`src/rtl/pl0_pkg.sv`:
```
package pl0_pkg;

    localparam int WORD_W      = 32;
    localparam int CODE_W      = 11;
    localparam int ADDR_W      = 12;
    localparam int TOP_W       = ADDR_W + 1;
    localparam int LEV_W       = 2;
    localparam int KIND_W      = 3;
    localparam int STACK_DEPTH = 2 ** ADDR_W;
    localparam int DCNT_W      = $clog2(WORD_W + 1);

    typedef enum logic [KIND_W-1:0] {
        K_LIT = 3'd0,
        K_OPR = 3'd1,
        K_LOD = 3'd2,
        K_STO = 3'd3,
        K_CAL = 3'd4,
        K_INT = 3'd5,
        K_JMP = 3'd6,
        K_JPC = 3'd7
    } t_kind;

    localparam logic [CODE_W-1:0] OPR_RET = 11'd0;
    localparam logic [CODE_W-1:0] OPR_NEG = 11'd1;
    localparam logic [CODE_W-1:0] OPR_ADD = 11'd2;
    localparam logic [CODE_W-1:0] OPR_SUB = 11'd3;
    localparam logic [CODE_W-1:0] OPR_MUL = 11'd4;
    localparam logic [CODE_W-1:0] OPR_DIV = 11'd5;
    localparam logic [CODE_W-1:0] OPR_ODD = 11'd6;
    localparam logic [CODE_W-1:0] OPR_EQ  = 11'd8;
    localparam logic [CODE_W-1:0] OPR_NE  = 11'd9;
    localparam logic [CODE_W-1:0] OPR_LT  = 11'd10;
    localparam logic [CODE_W-1:0] OPR_GE  = 11'd11;
    localparam logic [CODE_W-1:0] OPR_GT  = 11'd12;
    localparam logic [CODE_W-1:0] OPR_LE  = 11'd13;

    localparam logic [1:0] STS_OK    = 2'd0;
    localparam logic [1:0] STS_DIV0  = 2'd1;
    localparam logic [1:0] STS_RANGE = 2'd2;

    typedef enum logic [1:0] {
        OC_NONE,
        OC_RET,
        OC_UNARY,
        OC_BINARY
    } t_opr_cls;

    typedef enum logic [4:0] {
        S_CLEAR,
        S_IDLE,
        S_CHECK,
        S_LINK,
        S_LINK_WT,
        S_RD_A,
        S_WT_A,
        S_RD_B,
        S_WT_B,
        S_EXEC,
        S_DIV,
        S_WR_A,
        S_WR_B,
        S_WR_C,
        S_COMMIT,
        S_FAULT,
        S_FIN_RD,
        S_OUT
    } t_state;

    typedef enum logic [3:0] {
        A_TOP,
        A_TOP_M1,
        A_TOP_P1,
        A_TOP_P2,
        A_TOP_P3,
        A_LINK,
        A_LINK_OFF,
        A_BP_P1,
        A_BP_P2,
        A_CLR
    } t_asel;

    typedef enum logic [2:0] {
        W_ZERO,
        W_OPD,
        W_X,
        W_RES,
        W_LINK,
        W_BP,
        W_SEQ
    } t_wsel;

    typedef struct packed {
        logic  in_ready;
        logic  accept;
        logic  mem_rd;
        logic  mem_wr;
        t_asel asel;
        t_wsel wsel;
        logic  cap_x;
        logic  cap_y;
        logic  link_step;
        logic  exec;
        logic  div_take;
        logic  commit;
        logic  fault;
        logic  out_load;
        logic  clr_step;
    } t_cmd;

    typedef struct packed {
        logic              in_valid;
        t_kind             kind;
        logic [CODE_W-1:0] opd;
        logic              pre_fault;
        logic              cnt_zero;
        logic              rd_bad;
        logic              addr_bad;
        logic              x_zero;
        logic              div_done;
        logic              clr_last;
        logic              out_free;
        logic              top_neg;
    } t_sts;

    function automatic t_opr_cls opr_class(input logic [CODE_W-1:0] f);
        t_opr_cls c;
        case (f) inside
            OPR_RET:                                   c = OC_RET;
            OPR_NEG, OPR_ODD:                          c = OC_UNARY;
            [OPR_ADD:OPR_DIV], [OPR_EQ:OPR_LE]:        c = OC_BINARY;
            default:                                   c = OC_NONE;
        endcase
        return c;
    endfunction

endpackage

```
`src/rtl/pl0_ctrl.sv`:
```
module pl0_ctrl import pl0_pkg::*; (
    input  logic i_clk,
    input  logic i_rst_n,
    input  t_sts i_sts,
    output t_cmd o_cmd
);

    t_state   r_state;
    t_state   n_state;
    t_opr_cls cls;
    logic     is_div;

    always_ff @(posedge i_clk) begin
        if (!i_rst_n) begin
            r_state <= S_CLEAR;
        end else begin
            r_state <= n_state;
        end
    end

    always_comb begin
        n_state = r_state;
        o_cmd   = '0;
        cls     = opr_class(i_sts.opd);
        is_div  = (i_sts.opd == OPR_DIV);
        case (r_state)
            S_CLEAR: begin
                o_cmd.mem_wr   = 1'b1;
                o_cmd.asel     = A_CLR;
                o_cmd.wsel     = W_ZERO;
                o_cmd.clr_step = 1'b1;
                if (i_sts.clr_last) n_state = S_IDLE;
            end
            S_IDLE: begin
                o_cmd.in_ready = 1'b1;
                if (i_sts.in_valid) begin
                    o_cmd.accept = 1'b1;
                    n_state      = S_CHECK;
                end
            end
            S_CHECK: begin
                if (i_sts.pre_fault) begin
                    n_state = S_FAULT;
                end else begin
                    case (i_sts.kind)
                        K_LIT:                 n_state = S_WR_A;
                        K_OPR:                 n_state = (cls == OC_NONE) ? S_COMMIT : S_RD_A;
                        K_LOD, K_STO, K_CAL:   n_state = S_LINK;
                        K_JPC:                 n_state = S_RD_A;
                        default:               n_state = S_COMMIT;
                    endcase
                end
            end
            S_LINK: begin
                if (i_sts.cnt_zero) begin
                    if (i_sts.kind == K_CAL) begin
                        n_state = S_WR_A;
                    end else if (i_sts.addr_bad) begin
                        n_state = S_FAULT;
                    end else begin
                        n_state = S_RD_A;
                    end
                end else begin
                    o_cmd.mem_rd = 1'b1;
                    o_cmd.asel   = A_LINK;
                    n_state      = S_LINK_WT;
                end
            end
            S_LINK_WT: begin
                if (i_sts.rd_bad) begin
                    n_state = S_FAULT;
                end else begin
                    o_cmd.link_step = 1'b1;
                    n_state         = S_LINK;
                end
            end
            S_RD_A: begin
                o_cmd.mem_rd = 1'b1;
                case (i_sts.kind)
                    K_OPR:   o_cmd.asel = (cls == OC_RET) ? A_BP_P1 : A_TOP;
                    K_LOD:   o_cmd.asel = A_LINK_OFF;
                    default: o_cmd.asel = A_TOP;
                endcase
                n_state = S_WT_A;
            end
            S_WT_A: begin
                if (i_sts.kind == K_OPR && cls == OC_RET && i_sts.rd_bad) begin
                    n_state = S_FAULT;
                end else begin
                    o_cmd.cap_x = 1'b1;
                    case (i_sts.kind)
                        K_OPR:        n_state = (cls == OC_UNARY) ? S_EXEC : S_RD_B;
                        K_LOD, K_STO: n_state = S_WR_A;
                        default:      n_state = S_COMMIT;
                    endcase
                end
            end
            S_RD_B: begin
                o_cmd.mem_rd = 1'b1;
                o_cmd.asel   = (cls == OC_RET) ? A_BP_P2 : A_TOP_M1;
                n_state      = S_WT_B;
            end
            S_WT_B: begin
                o_cmd.cap_y = 1'b1;
                n_state     = (cls == OC_RET) ? S_COMMIT : S_EXEC;
            end
            S_EXEC: begin
                o_cmd.exec = 1'b1;
                n_state    = (is_div && !i_sts.x_zero) ? S_DIV : S_WR_A;
            end
            S_DIV: begin
                if (i_sts.div_done) begin
                    o_cmd.div_take = 1'b1;
                    n_state        = S_WR_A;
                end
            end
            S_WR_A: begin
                o_cmd.mem_wr = 1'b1;
                case (i_sts.kind)
                    K_LIT: begin
                        o_cmd.asel = A_TOP_P1;
                        o_cmd.wsel = W_OPD;
                    end
                    K_LOD: begin
                        o_cmd.asel = A_TOP_P1;
                        o_cmd.wsel = W_X;
                    end
                    K_STO: begin
                        o_cmd.asel = A_LINK_OFF;
                        o_cmd.wsel = W_X;
                    end
                    K_CAL: begin
                        o_cmd.asel = A_TOP_P1;
                        o_cmd.wsel = W_LINK;
                    end
                    default: begin
                        o_cmd.asel = (cls == OC_UNARY) ? A_TOP : A_TOP_M1;
                        o_cmd.wsel = W_RES;
                    end
                endcase
                n_state = (i_sts.kind == K_CAL) ? S_WR_B : S_COMMIT;
            end
            S_WR_B: begin
                o_cmd.mem_wr = 1'b1;
                o_cmd.asel   = A_TOP_P2;
                o_cmd.wsel   = W_BP;
                n_state      = S_WR_C;
            end
            S_WR_C: begin
                o_cmd.mem_wr = 1'b1;
                o_cmd.asel   = A_TOP_P3;
                o_cmd.wsel   = W_SEQ;
                n_state      = S_COMMIT;
            end
            S_COMMIT: begin
                o_cmd.commit = 1'b1;
                n_state      = S_FIN_RD;
            end
            S_FAULT: begin
                o_cmd.fault = 1'b1;
                n_state     = S_FIN_RD;
            end
            S_FIN_RD: begin
                o_cmd.mem_rd = !i_sts.top_neg;
                o_cmd.asel   = A_TOP;
                n_state      = S_OUT;
            end
            S_OUT: begin
                if (i_sts.out_free) begin
                    o_cmd.out_load = 1'b1;
                    n_state        = S_IDLE;
                end
            end
            default: n_state = S_IDLE;
        endcase
    end

endmodule

```
`config.mk`:
```
export PLATFORM = sky130hd
export DESIGN_NAME = pl0_ctrl
export DESIGN_NICKNAME = d
export VERILOG_FILES = /design/src/rtl/pl0_pkg.sv /design/src/rtl/pl0_ctrl.sv
export SDC_FILE = /design/constraint.sdc
export NUM_CORES = 1
export LEC_CHECK = 0
export BUFFER_PORTS_ARGS = -buffer_cell sky130_fd_sc_hd__buf_4
export CAP_MARGIN = 20
export CORE_ASPECT_RATIO = 1.1
export CORE_MARGIN = 5
export CORE_UTILIZATION = 44
export CTS_BUF_LIST = sky130_fd_sc_hd__clkbuf_8
export CTS_CLUSTER_DIAMETER = 120
export DETAILED_ROUTE_END_ITERATION = 16
export GPL_ROUTABILITY_DRIVEN = 0
export PLACE_DENSITY = 0.76
export SKIP_CTS_REPAIR_TIMING = 1
export SYNTH_ARGS = -nofsm -noshare
export SYNTH_HDL_FRONTEND = slang
export SYNTH_SLANG_ARGS = --single-unit
```
`constraint.sdc`:
```
create_clock -name i_clk -period 1.91 [get_ports i_clk]
set_clock_uncertainty 0.05 [all_clocks]
set_input_delay 0.191 -clock i_clk [delete_from_list [all_inputs] [get_ports i_clk]]
set_output_delay 0.191 -clock i_clk [all_outputs]
set_load 0.005 [all_outputs]
```
---- Word level (Yosys, flattened, before mapping) ----
Cells that the tools add are included.
word-level totals
  word-level logic and storage cells ...... 102
  register bits ........................... 5
  input port bits ......................... 26
  output and inout bits ................... 20
cells by class
  reduce and logical (&&, ||, !) cells .... 19
  eq/ne operators ......................... 31
  multiplexer cells ....................... 47
  magnitude comparators ................... 4
operator list
  kind                                                                                  number
  5-bit one-hot mux with 17 select lines                                                1
  5-bit by 4-bit equality test with 1-bit output, second input constant                 8
  4-bit two-way mux                                                                     8
  4-bit one-hot mux with 7 select lines                                                 1
  5-bit two-way mux                                                                     5
  6-bit one-hot mux with 4 select lines                                                 1
  11-bit by 3-bit equality test with 1-bit output, second input constant                2
  5-bit by 3-bit equality test with 1-bit output, second input constant                 4
  1-bit two-way mux                                                                     18
  4-bit one-hot mux with 4 select lines                                                 1
  11-bit by 1-bit equality test with 1-bit output, second input constant                1
  11-bit by 2-bit greater-or-equal comparator with 1-bit output, second input constant  1
  11-bit by 4-bit greater-or-equal comparator with 1-bit output, second input constant  1
  11-bit by 3-bit less-or-equal comparator with 1-bit output, second input constant     1
  11-bit by 4-bit less-or-equal comparator with 1-bit output, second input constant     1
  11-bit zero test                                                                      1
  5-bit by 2-bit equality test with 1-bit output, second input constant                 2
  5-bit equality test, second input constant                                            2
  2-bit two-way mux                                                                     5
  2-bit OR reduction                                                                    5
  3-bit two-way mux                                                                     3
  3-bit one-hot mux with 3 select lines                                                 1
  2-bit != test, second input constant                                                  4
  4-bit one-hot mux with 2 select lines                                                 1
  16 further kinds                                                                      23

---- Depth between registers and ports, before layout ----
Gate-level depths: netlist (run 1).
  depth after elaboration ................. 11
  depth in mapped cells ................... 6

---- Worst setup path before layout (run 1) ----
Ideal clock, no wire load.
  path kind ............................... input port to output port
  start point ............................. input port i_sts[17] (netlist bit)
  end point ............................... output port o_cmd[12] (netlist bit)
  data arrival time ....................... 1.644 ns
  buffers on the path ..................... 0
  setup slack ............................. 0.025 ns
  cell stages on the path ................. 5
  required time ........................... 1.669 ns
  path through ............................ or4_1 -> nor3_2 -> mux2_1 -> a31oi_1 -> o21ai_1
RTL lines
  item                RTL line       source
  start: declaration  pl0_ctrl.sv:4  input t_sts i_sts,
  end: declaration    pl0_ctrl.sv:5  output t_cmd o_cmd

==> Implementation_results.wiki, run 1 <==
{| class="wikitable"
! Metric !! Value
|-
| Status || finished, violations left
|-
| Violations in the final reports || negative setup slack
|-
| Fin. Hold Viols || 0
|-
| Site Rows || 18
|-
| Synthesized instance count || 164
|-
| I/O pins || 46
|-
| Total half-perimeter wirelength after legalization and detailed placement || 3170 µm
|-
| Initial core utilization || 45.7%
|-
| Slew Viols, Final || 0
|-
| Post-detailed-route wirelength per cell || 15.9 µm
|-
| Net count of the mapped netlist || 190
|-
| Number of vias per cell after detailed routing || 6.12
|-
| Met2 usage in global routing || 44.7%
|-
| Initial detailed-routing violation count || 83
|-
| CTS H-tree lvls || 1
|-
| Area overhead of the layout relative to synthesis || 66.1%
|-
| Clock tree from TritonCTS || done
|-
| Total global-route track usage || 23.6%
|-
| Detailed-routing iteration count for the pre-antenna-repair pass || 4
|-
| Share of the synthesized area in the top cell type || 9.72%
|-
| Total CTS buffers || 3
|-
| Yosys warns || 0
|-
| Worst-case hold slack || 0.174 ns
|-
| Number of global-route vias before repair || 1447
|-
| Worst setup EP type || output port
|-
| Async SR Flop Fraction || 0%
|-
| Count of distinct cell types in the synthesized netlist || 51
|-
| Leakage || 0.749 nW
|-
| Maximum number of pins on one net before global-route repair || 23
|-
| Register with the highest flop count || r_state
|-
| NumNets Final || 254
|-
| Cell area after technology mapping || 1030 µm²
|-
| Chip Width || 56.1 µm
|-
| IO buf count || 45
|-
| Reg clk slew, reported paths || 0.03 ns
|-
| Series of cell instances along the critical path || buf_6 > or4_4 > nor3_4 > mux2_4 > a31oi_1 > o21ai_1 > buf_4
|-
| Clock net sink count || 5
|-
| Type of the most critical hold path || in -> reg
|-
| Post-route worst setup slack || -0.0957 ns
|-
| Endpoint required time on the critical path || 1.67 ns
|-
| Antenna violations before repair || 0
|-
| Share of synthesized area occupied by flip-flops and latches || 9.72%
|-
| Final core utilization || 75.9%
|-
| Fraction of met1 tracks used by global routing || 26.5%
|-
| Die outline area || 3410 µm²
|-
| Worst setup timing slack at the placement stage || -0.207 ns
|-
| Fraction of final layout cells with drive strength greater than 1 || 41.9%
|-
| Largest registers || r_state x5
|-
| Critical path start-end classification || in -> out
|-
| Buffer levels on the longest clock path || 2
|-
| Met3 usage in global routing || 5.32%
|-
| Slew @ Worst Pin || 0.438 ns
|-
| Prevailing post-synth register cell || dfxtp_1
|-
| Power density relative to cell area || 1120 nW/µm²
|-
| Number of enable-type register cells in the synthesized netlist || 0
|-
| Vias || 1574
|-
| Residual overflow from global routing || 0
|-
| Most used standard cells in the synthesized netlist || nor2_1 (18), nand2_1 (13), a21oi_1 (10)
|-
| Max stage delay cell, worst path || or4_4
|-
| Post-synthesis cell type with the largest combined area || dfxtp_1
|-
| Dominant cell by count in the synthesized netlist || nor2_1
|-
| Largest stage delay on the critical path || 0.54 ns
|-
| Relative slew slack || 70.6%
|-
| Most used routing layer || met2
|-
| Floorplan Core Area || 2250 µm²
|-
| Number of remaining DRC errors || 0
|-
| Antenna Cells || 0
|-
| Clock period minus final worst setup slack || 2.01 ns
|-
| Highest net fanout along the worst path || 2
|-
| Max-cap violations || 0
|-
| Worst ir drop on vdd || 935 µV
|-
| DRT Wirelength || 4090 µm
|-
| Clock tree root buffer cell || clkbuf_8
|-
| Ranking of synthesized cells by area || dfxtp_1 (9.7%), nor2_1 (6.6%), or3_1 (5.5%), a21oi_1 (4.9%), a31oi_1 (4.9%)
|-
| Number of flip-flops in the largest register || 5
|-
| Fraction of the cycle the final worst path needs || 105%
|-
| Die Y || 60.7 µm
|-
| Synthesized flop and latch total || 5
|-
| Number of antenna-violating nets in the routed design || 0
|-
| Arrival @ worst endpoint || 1.76 ns
|-
| Setup repair after global routing missed its margin || true
|-
| First-pass GRT wire length || 6400 µm
|-
| Startpoint class of the critical path || input pin
|-
| Insertion delay to the later sink of the worst-skew pair || 0.22 ns
|-
| Highest clock frequency the design can meet || 0.499 GHz
|-
| Final setup viols || 5
|-
| Mean instance size in the synthesized netlist || 6.28 µm²
|}
==> logic make-up (layout without fill, tap and decap cells) <==
family          after synthesis  count (layout)  synth area share, %
simple gates                 86              86                 46.5
compound gates               55              55                 36.0
buf+inv                      16              79                 5.83
flops                         5               5                 9.72
xor+xnor                      1               1                0.851
mux                           1               1                 1.09
==> per-layer routing <==
metal | up-vias | wire [µm]
met5 | - | 0
met4 | 0 | 117
li1 | 749 | -
met3 | 15 | 333
met2 | 91 | 2060
met1 | 719 | 1580
==> worst max-delay path: cells and delay by family <==
| kind | cells | cell delay, ns |
|---|---|---|
| muxes | 1 | 0.33 |
| and+or+nand+nor | 2 | 0.80 |
| buffers and inverters | 2 | 0.22 |
| AOI/OAI and AO/OA | 2 | 0.22 |
==> path summary, 6_finish.rpt <==
| kind | startpoint | slack, ns | depth (start not counted) | end |
|---|---|---|---|---|
| worst max-delay path | i_sts[12] | -0.1 | 7 | o_cmd[12] |
| worst min-delay path | i_rst_n | 0.17 | 2 | r_state[3]$_SDFFE_PN0P_ |
| worst max register to register | r_state[0]$_SDFFE_PN0P_ | 0.15 | 6 | r_state[1]$_SDFFE_PN0P_ |
| worst min register to register | r_state[4]$_SDFFE_PN0P_ | 0.65 | 3 | r_state[4]$_SDFFE_PN0P_ |
==> area by class of cell <==
type	instances	area, µm²
multi-input combinational	143	940
timing repair buffer	70	564
fill	181	542
sequential	5	105
clock buffer	3	41.3
tap	30	37.5
inverter	5	18.8
clock inverter	1	3.75
==> layout by cell type (no fill, tap or decap), types with 6 or more instances in the layout <==
| cell type | n |
|---|---|
| or3_1 | 7 |
| nor2b_1 | 6 |
| buf_6 | 7 |
| nand3_1 | 6 |
| nor3_1 | 7 |
| o21ai_1 | 6 |
| a21oi_1 | 10 |
| a31oi_1 | 8 |
| nand2_1 | 13 |
| nor2_1 | 18 |
| buf_4 | 62 |
==> metrics by stage <==
stage	TNS, ns	cell area [µm²]	total power, mW	cells
detailed placement	-0.560	1540	1.58	250
CTS	-0.749	1590	1.78	254
finish	-0.298	1710	1.91	257
global placement	-0.339	1540	1.56	250
floorplan	0	1030	0.958	164
global route	-0.575	1710	2.07	257
==> power breakdown <==
part           internal, mW  switching [mW]  total [mW]
logic                 0.772           0.757        1.53
clock network         0.138          0.0534       0.191
registers             0.146          0.0473       0.193
Note: power is estimated with default switching activity, not from simulation.
==> run 2, diff against run 1 <==
CORE_UTILIZATION = 40   (was 44)
PLACE_DENSITY = 0.7   (was 0.76)
clock period = 1.73 ns   (was 1.91 ns; I/O delays follow)
==> Implementation_results.wiki, run 2 (synthesis gave the netlist of run 1 again) <==
{| class="wikitable"
! Metric !! Value
|-
| Proportion of power drawn by the clock network || 7.8%
|-
| Switching part of the total power || 43.6%
|-
| CTS H-tree lvls || 1
|-
| IO buf count || 45
|-
| Number of vias per cell after detailed routing || 6.32
|-
| Area overhead of the layout relative to synthesis || 98.9%
|-
| Total half-perimeter wirelength after legalization and detailed placement || 3370 µm
|-
| Slew @ Worst Pin || 0.587 ns
|-
| Final-layout fill cell count || 152
|-
| Post-detailed-route wirelength per cell || 18.0 µm
|-
| Reg clk slew, reported paths || 0.04 ns
|-
| Arrival @ worst endpoint || 1.75 ns
|-
| Chip Width || 58.4 µm
|-
| Worst ir drop on vdd || 1430 µV
|-
| Slew Viols, Final || 0
|-
| Floorplan Core Area || 2500 µm²
|-
| Final setup viols || 10
|-
| Worst setup EP type || output port
|-
| First-pass GRT wire length || 6920 µm
|-
| Site Rows || 19
|-
| Setup repair after global routing missed its margin || true
|-
| Die Y || 63.2 µm
|-
| Startpoint class of the critical path || input pin
|-
| Clock tree root buffer cell || clkbuf_8
|-
| Most common cell after layout, fill and taps aside || buf_4
|-
| Worst Reg2Reg Path Length in Cells || 6
|-
| Fraction of the cycle the final worst path needs || 114%
|-
| Initial core utilization || 41.3%
|-
| Detailed-routing iteration count for the pre-antenna-repair pass || 5
|-
| Largest registers || r_state x5
|-
| NumNets Final || 278
|-
| Power share of the sequential group || 8.6%
|-
| Initial detailed-routing violation count || 132
|-
| Fraction of final layout cells with drive strength greater than 1 || 57.0%
|-
| Vias || 1781
|-
| Clock period minus final worst setup slack || 1.98 ns
|-
| Aggregate negative setup slack || -1.22 ns
|-
| Violations in the final reports || negative setup slack
|-
| Internal || 1.53 mW
|-
| Part of the power in combinational logic || 83.6%
|-
| Critical path start-end classification || in -> out
|-
| Most frequent cells in the layout || buf_4 (76), nor2_1 (17), buf_6 (16)
|-
| Antenna Cells || 0
|-
| Maximum number of pins on one net before global-route repair || 16
|-
| Number of global-route vias before repair || 1575
|-
| Type of the most critical hold path || in -> reg
|-
| Instance count on the critical path || 7
|-
| Fin. Hold Viols || 0
|-
| Hold path depth || 2
|-
| Register with the highest flop count || r_state
|-
| Number of remaining DRC errors || 0
|-
| Leakage || 0.894 nW
|-
| Final Power || 2.70 mW
|-
| Residual overflow from global routing || 0
|-
| Largest stage delay on the critical path || 0.55 ns
|-
| Antenna violations before repair || 0
|-
| Max stage delay cell, worst path || or4_4
|-
| Status || finished, violations left
|-
| Post-route worst setup slack || -0.245 ns
|-
| Relative slew slack || 60.6%
|-
| Power dissipated by switching net loads || 1.18 mW
|-
| Die outline area || 3690 µm²
|-
| Series of cell instances along the critical path || buf_6 > or4_4 > nor3_4 > mux2_4 > a31oi_1 > o21ai_1 > buf_4
|-
| Power density relative to cell area || 1320 nW/µm²
|-
| Endpoint required time on the critical path || 1.51 ns
|-
| CP bufs+invs || 2
|-
| Number of antenna-violating nets in the routed design || 0
|-
| Top Family by Delay on Critical Path || simple AND/OR/NAND/NOR gates
|-
| Total CTS buffers || 3
|-
| Dpl cell area || 1670 µm²
|-
| I/O pins || 46
|-
| Highest net fanout along the worst path || 2
|-
| Max-cap violations || 0
|-
| Buffer levels on the longest clock path || 2
|-
| Clock net sink count || 5
|-
| Number of flip-flops in the largest register || 5
|-
| Finished Cell Area || 2050 µm²
|-
| Highest clock frequency the design can meet || 0.506 GHz
|-
| Worst setup timing slack at the placement stage || -0.324 ns
|-
| Clock tree from TritonCTS || done
|-
| DRT Wirelength || 5070 µm
|-
| Total global-route track usage || 23.4%
|-
| Insertion delay to the later sink of the worst-skew pair || 0.22 ns
|}
-- run 2: cell types whose count changed in the layout (fill, tap and decap cells not counted), sizes merged --
cell / delta
buf: +24
-- run 2: worst paths after layout --
kind	from	endpoint	slack (ns)
min	i_rst_n	r_state[3]$_SDFFE_PN0P_	0.15
min reg2reg	r_state[1]$_SDFFE_PN0P_	r_state[4]$_SDFFE_PN0P_	0.68
max reg2reg	r_state[1]$_SDFFE_PN0P_	r_state[1]$_SDFFE_PN0P_	-0.09
max	i_sts[12]	o_cmd[12]	-0.25
-- run 2: power by group through the flow --
stage                     combinational (mW)  clock [mW]  sequential (mW)
after CTS                               1.72       0.213            0.193
after detailed placement                1.71           0            0.193
after global routing                    2.42       0.226            0.232
after floorplan                        0.885           0            0.177
after global placement                  1.68           0            0.190
final                                   2.26       0.211            0.231
-- run 2: metal layers --
metal,GRT usage (%),wire (µm),up-vias
li1,-,-,799
met1,27.9,1780,811
met2,39.5,2470,132
met3,3.88,518,39
met4,11.0,303,0
met5,0,0,-
-- run 2: final cells by class --
cell class | instances | area (µm²) | area share (%)
inverters | 5 | 18.8 | 0.916
flip-flops and latches | 5 | 109 | 5.31
clock buffers | 3 | 41.3 | 2.02
repair buffers | 94 | 771 | 37.6
well taps | 31 | 38.8 | 1.89
clock inverters | 1 | 3.75 | 0.183
multi-input cells | 143 | 1070 | 52.0
-- run 2: through the flow --
stage	std cells	utilization [%]	hold slack, ns
global placement	268	66.8	0.377
finish	282	82.1	0.151
detailed placement	268	66.8	0.381
floorplan	164	-	0.251
global route	282	82.1	0.166
CTS	272	68.6	0.153
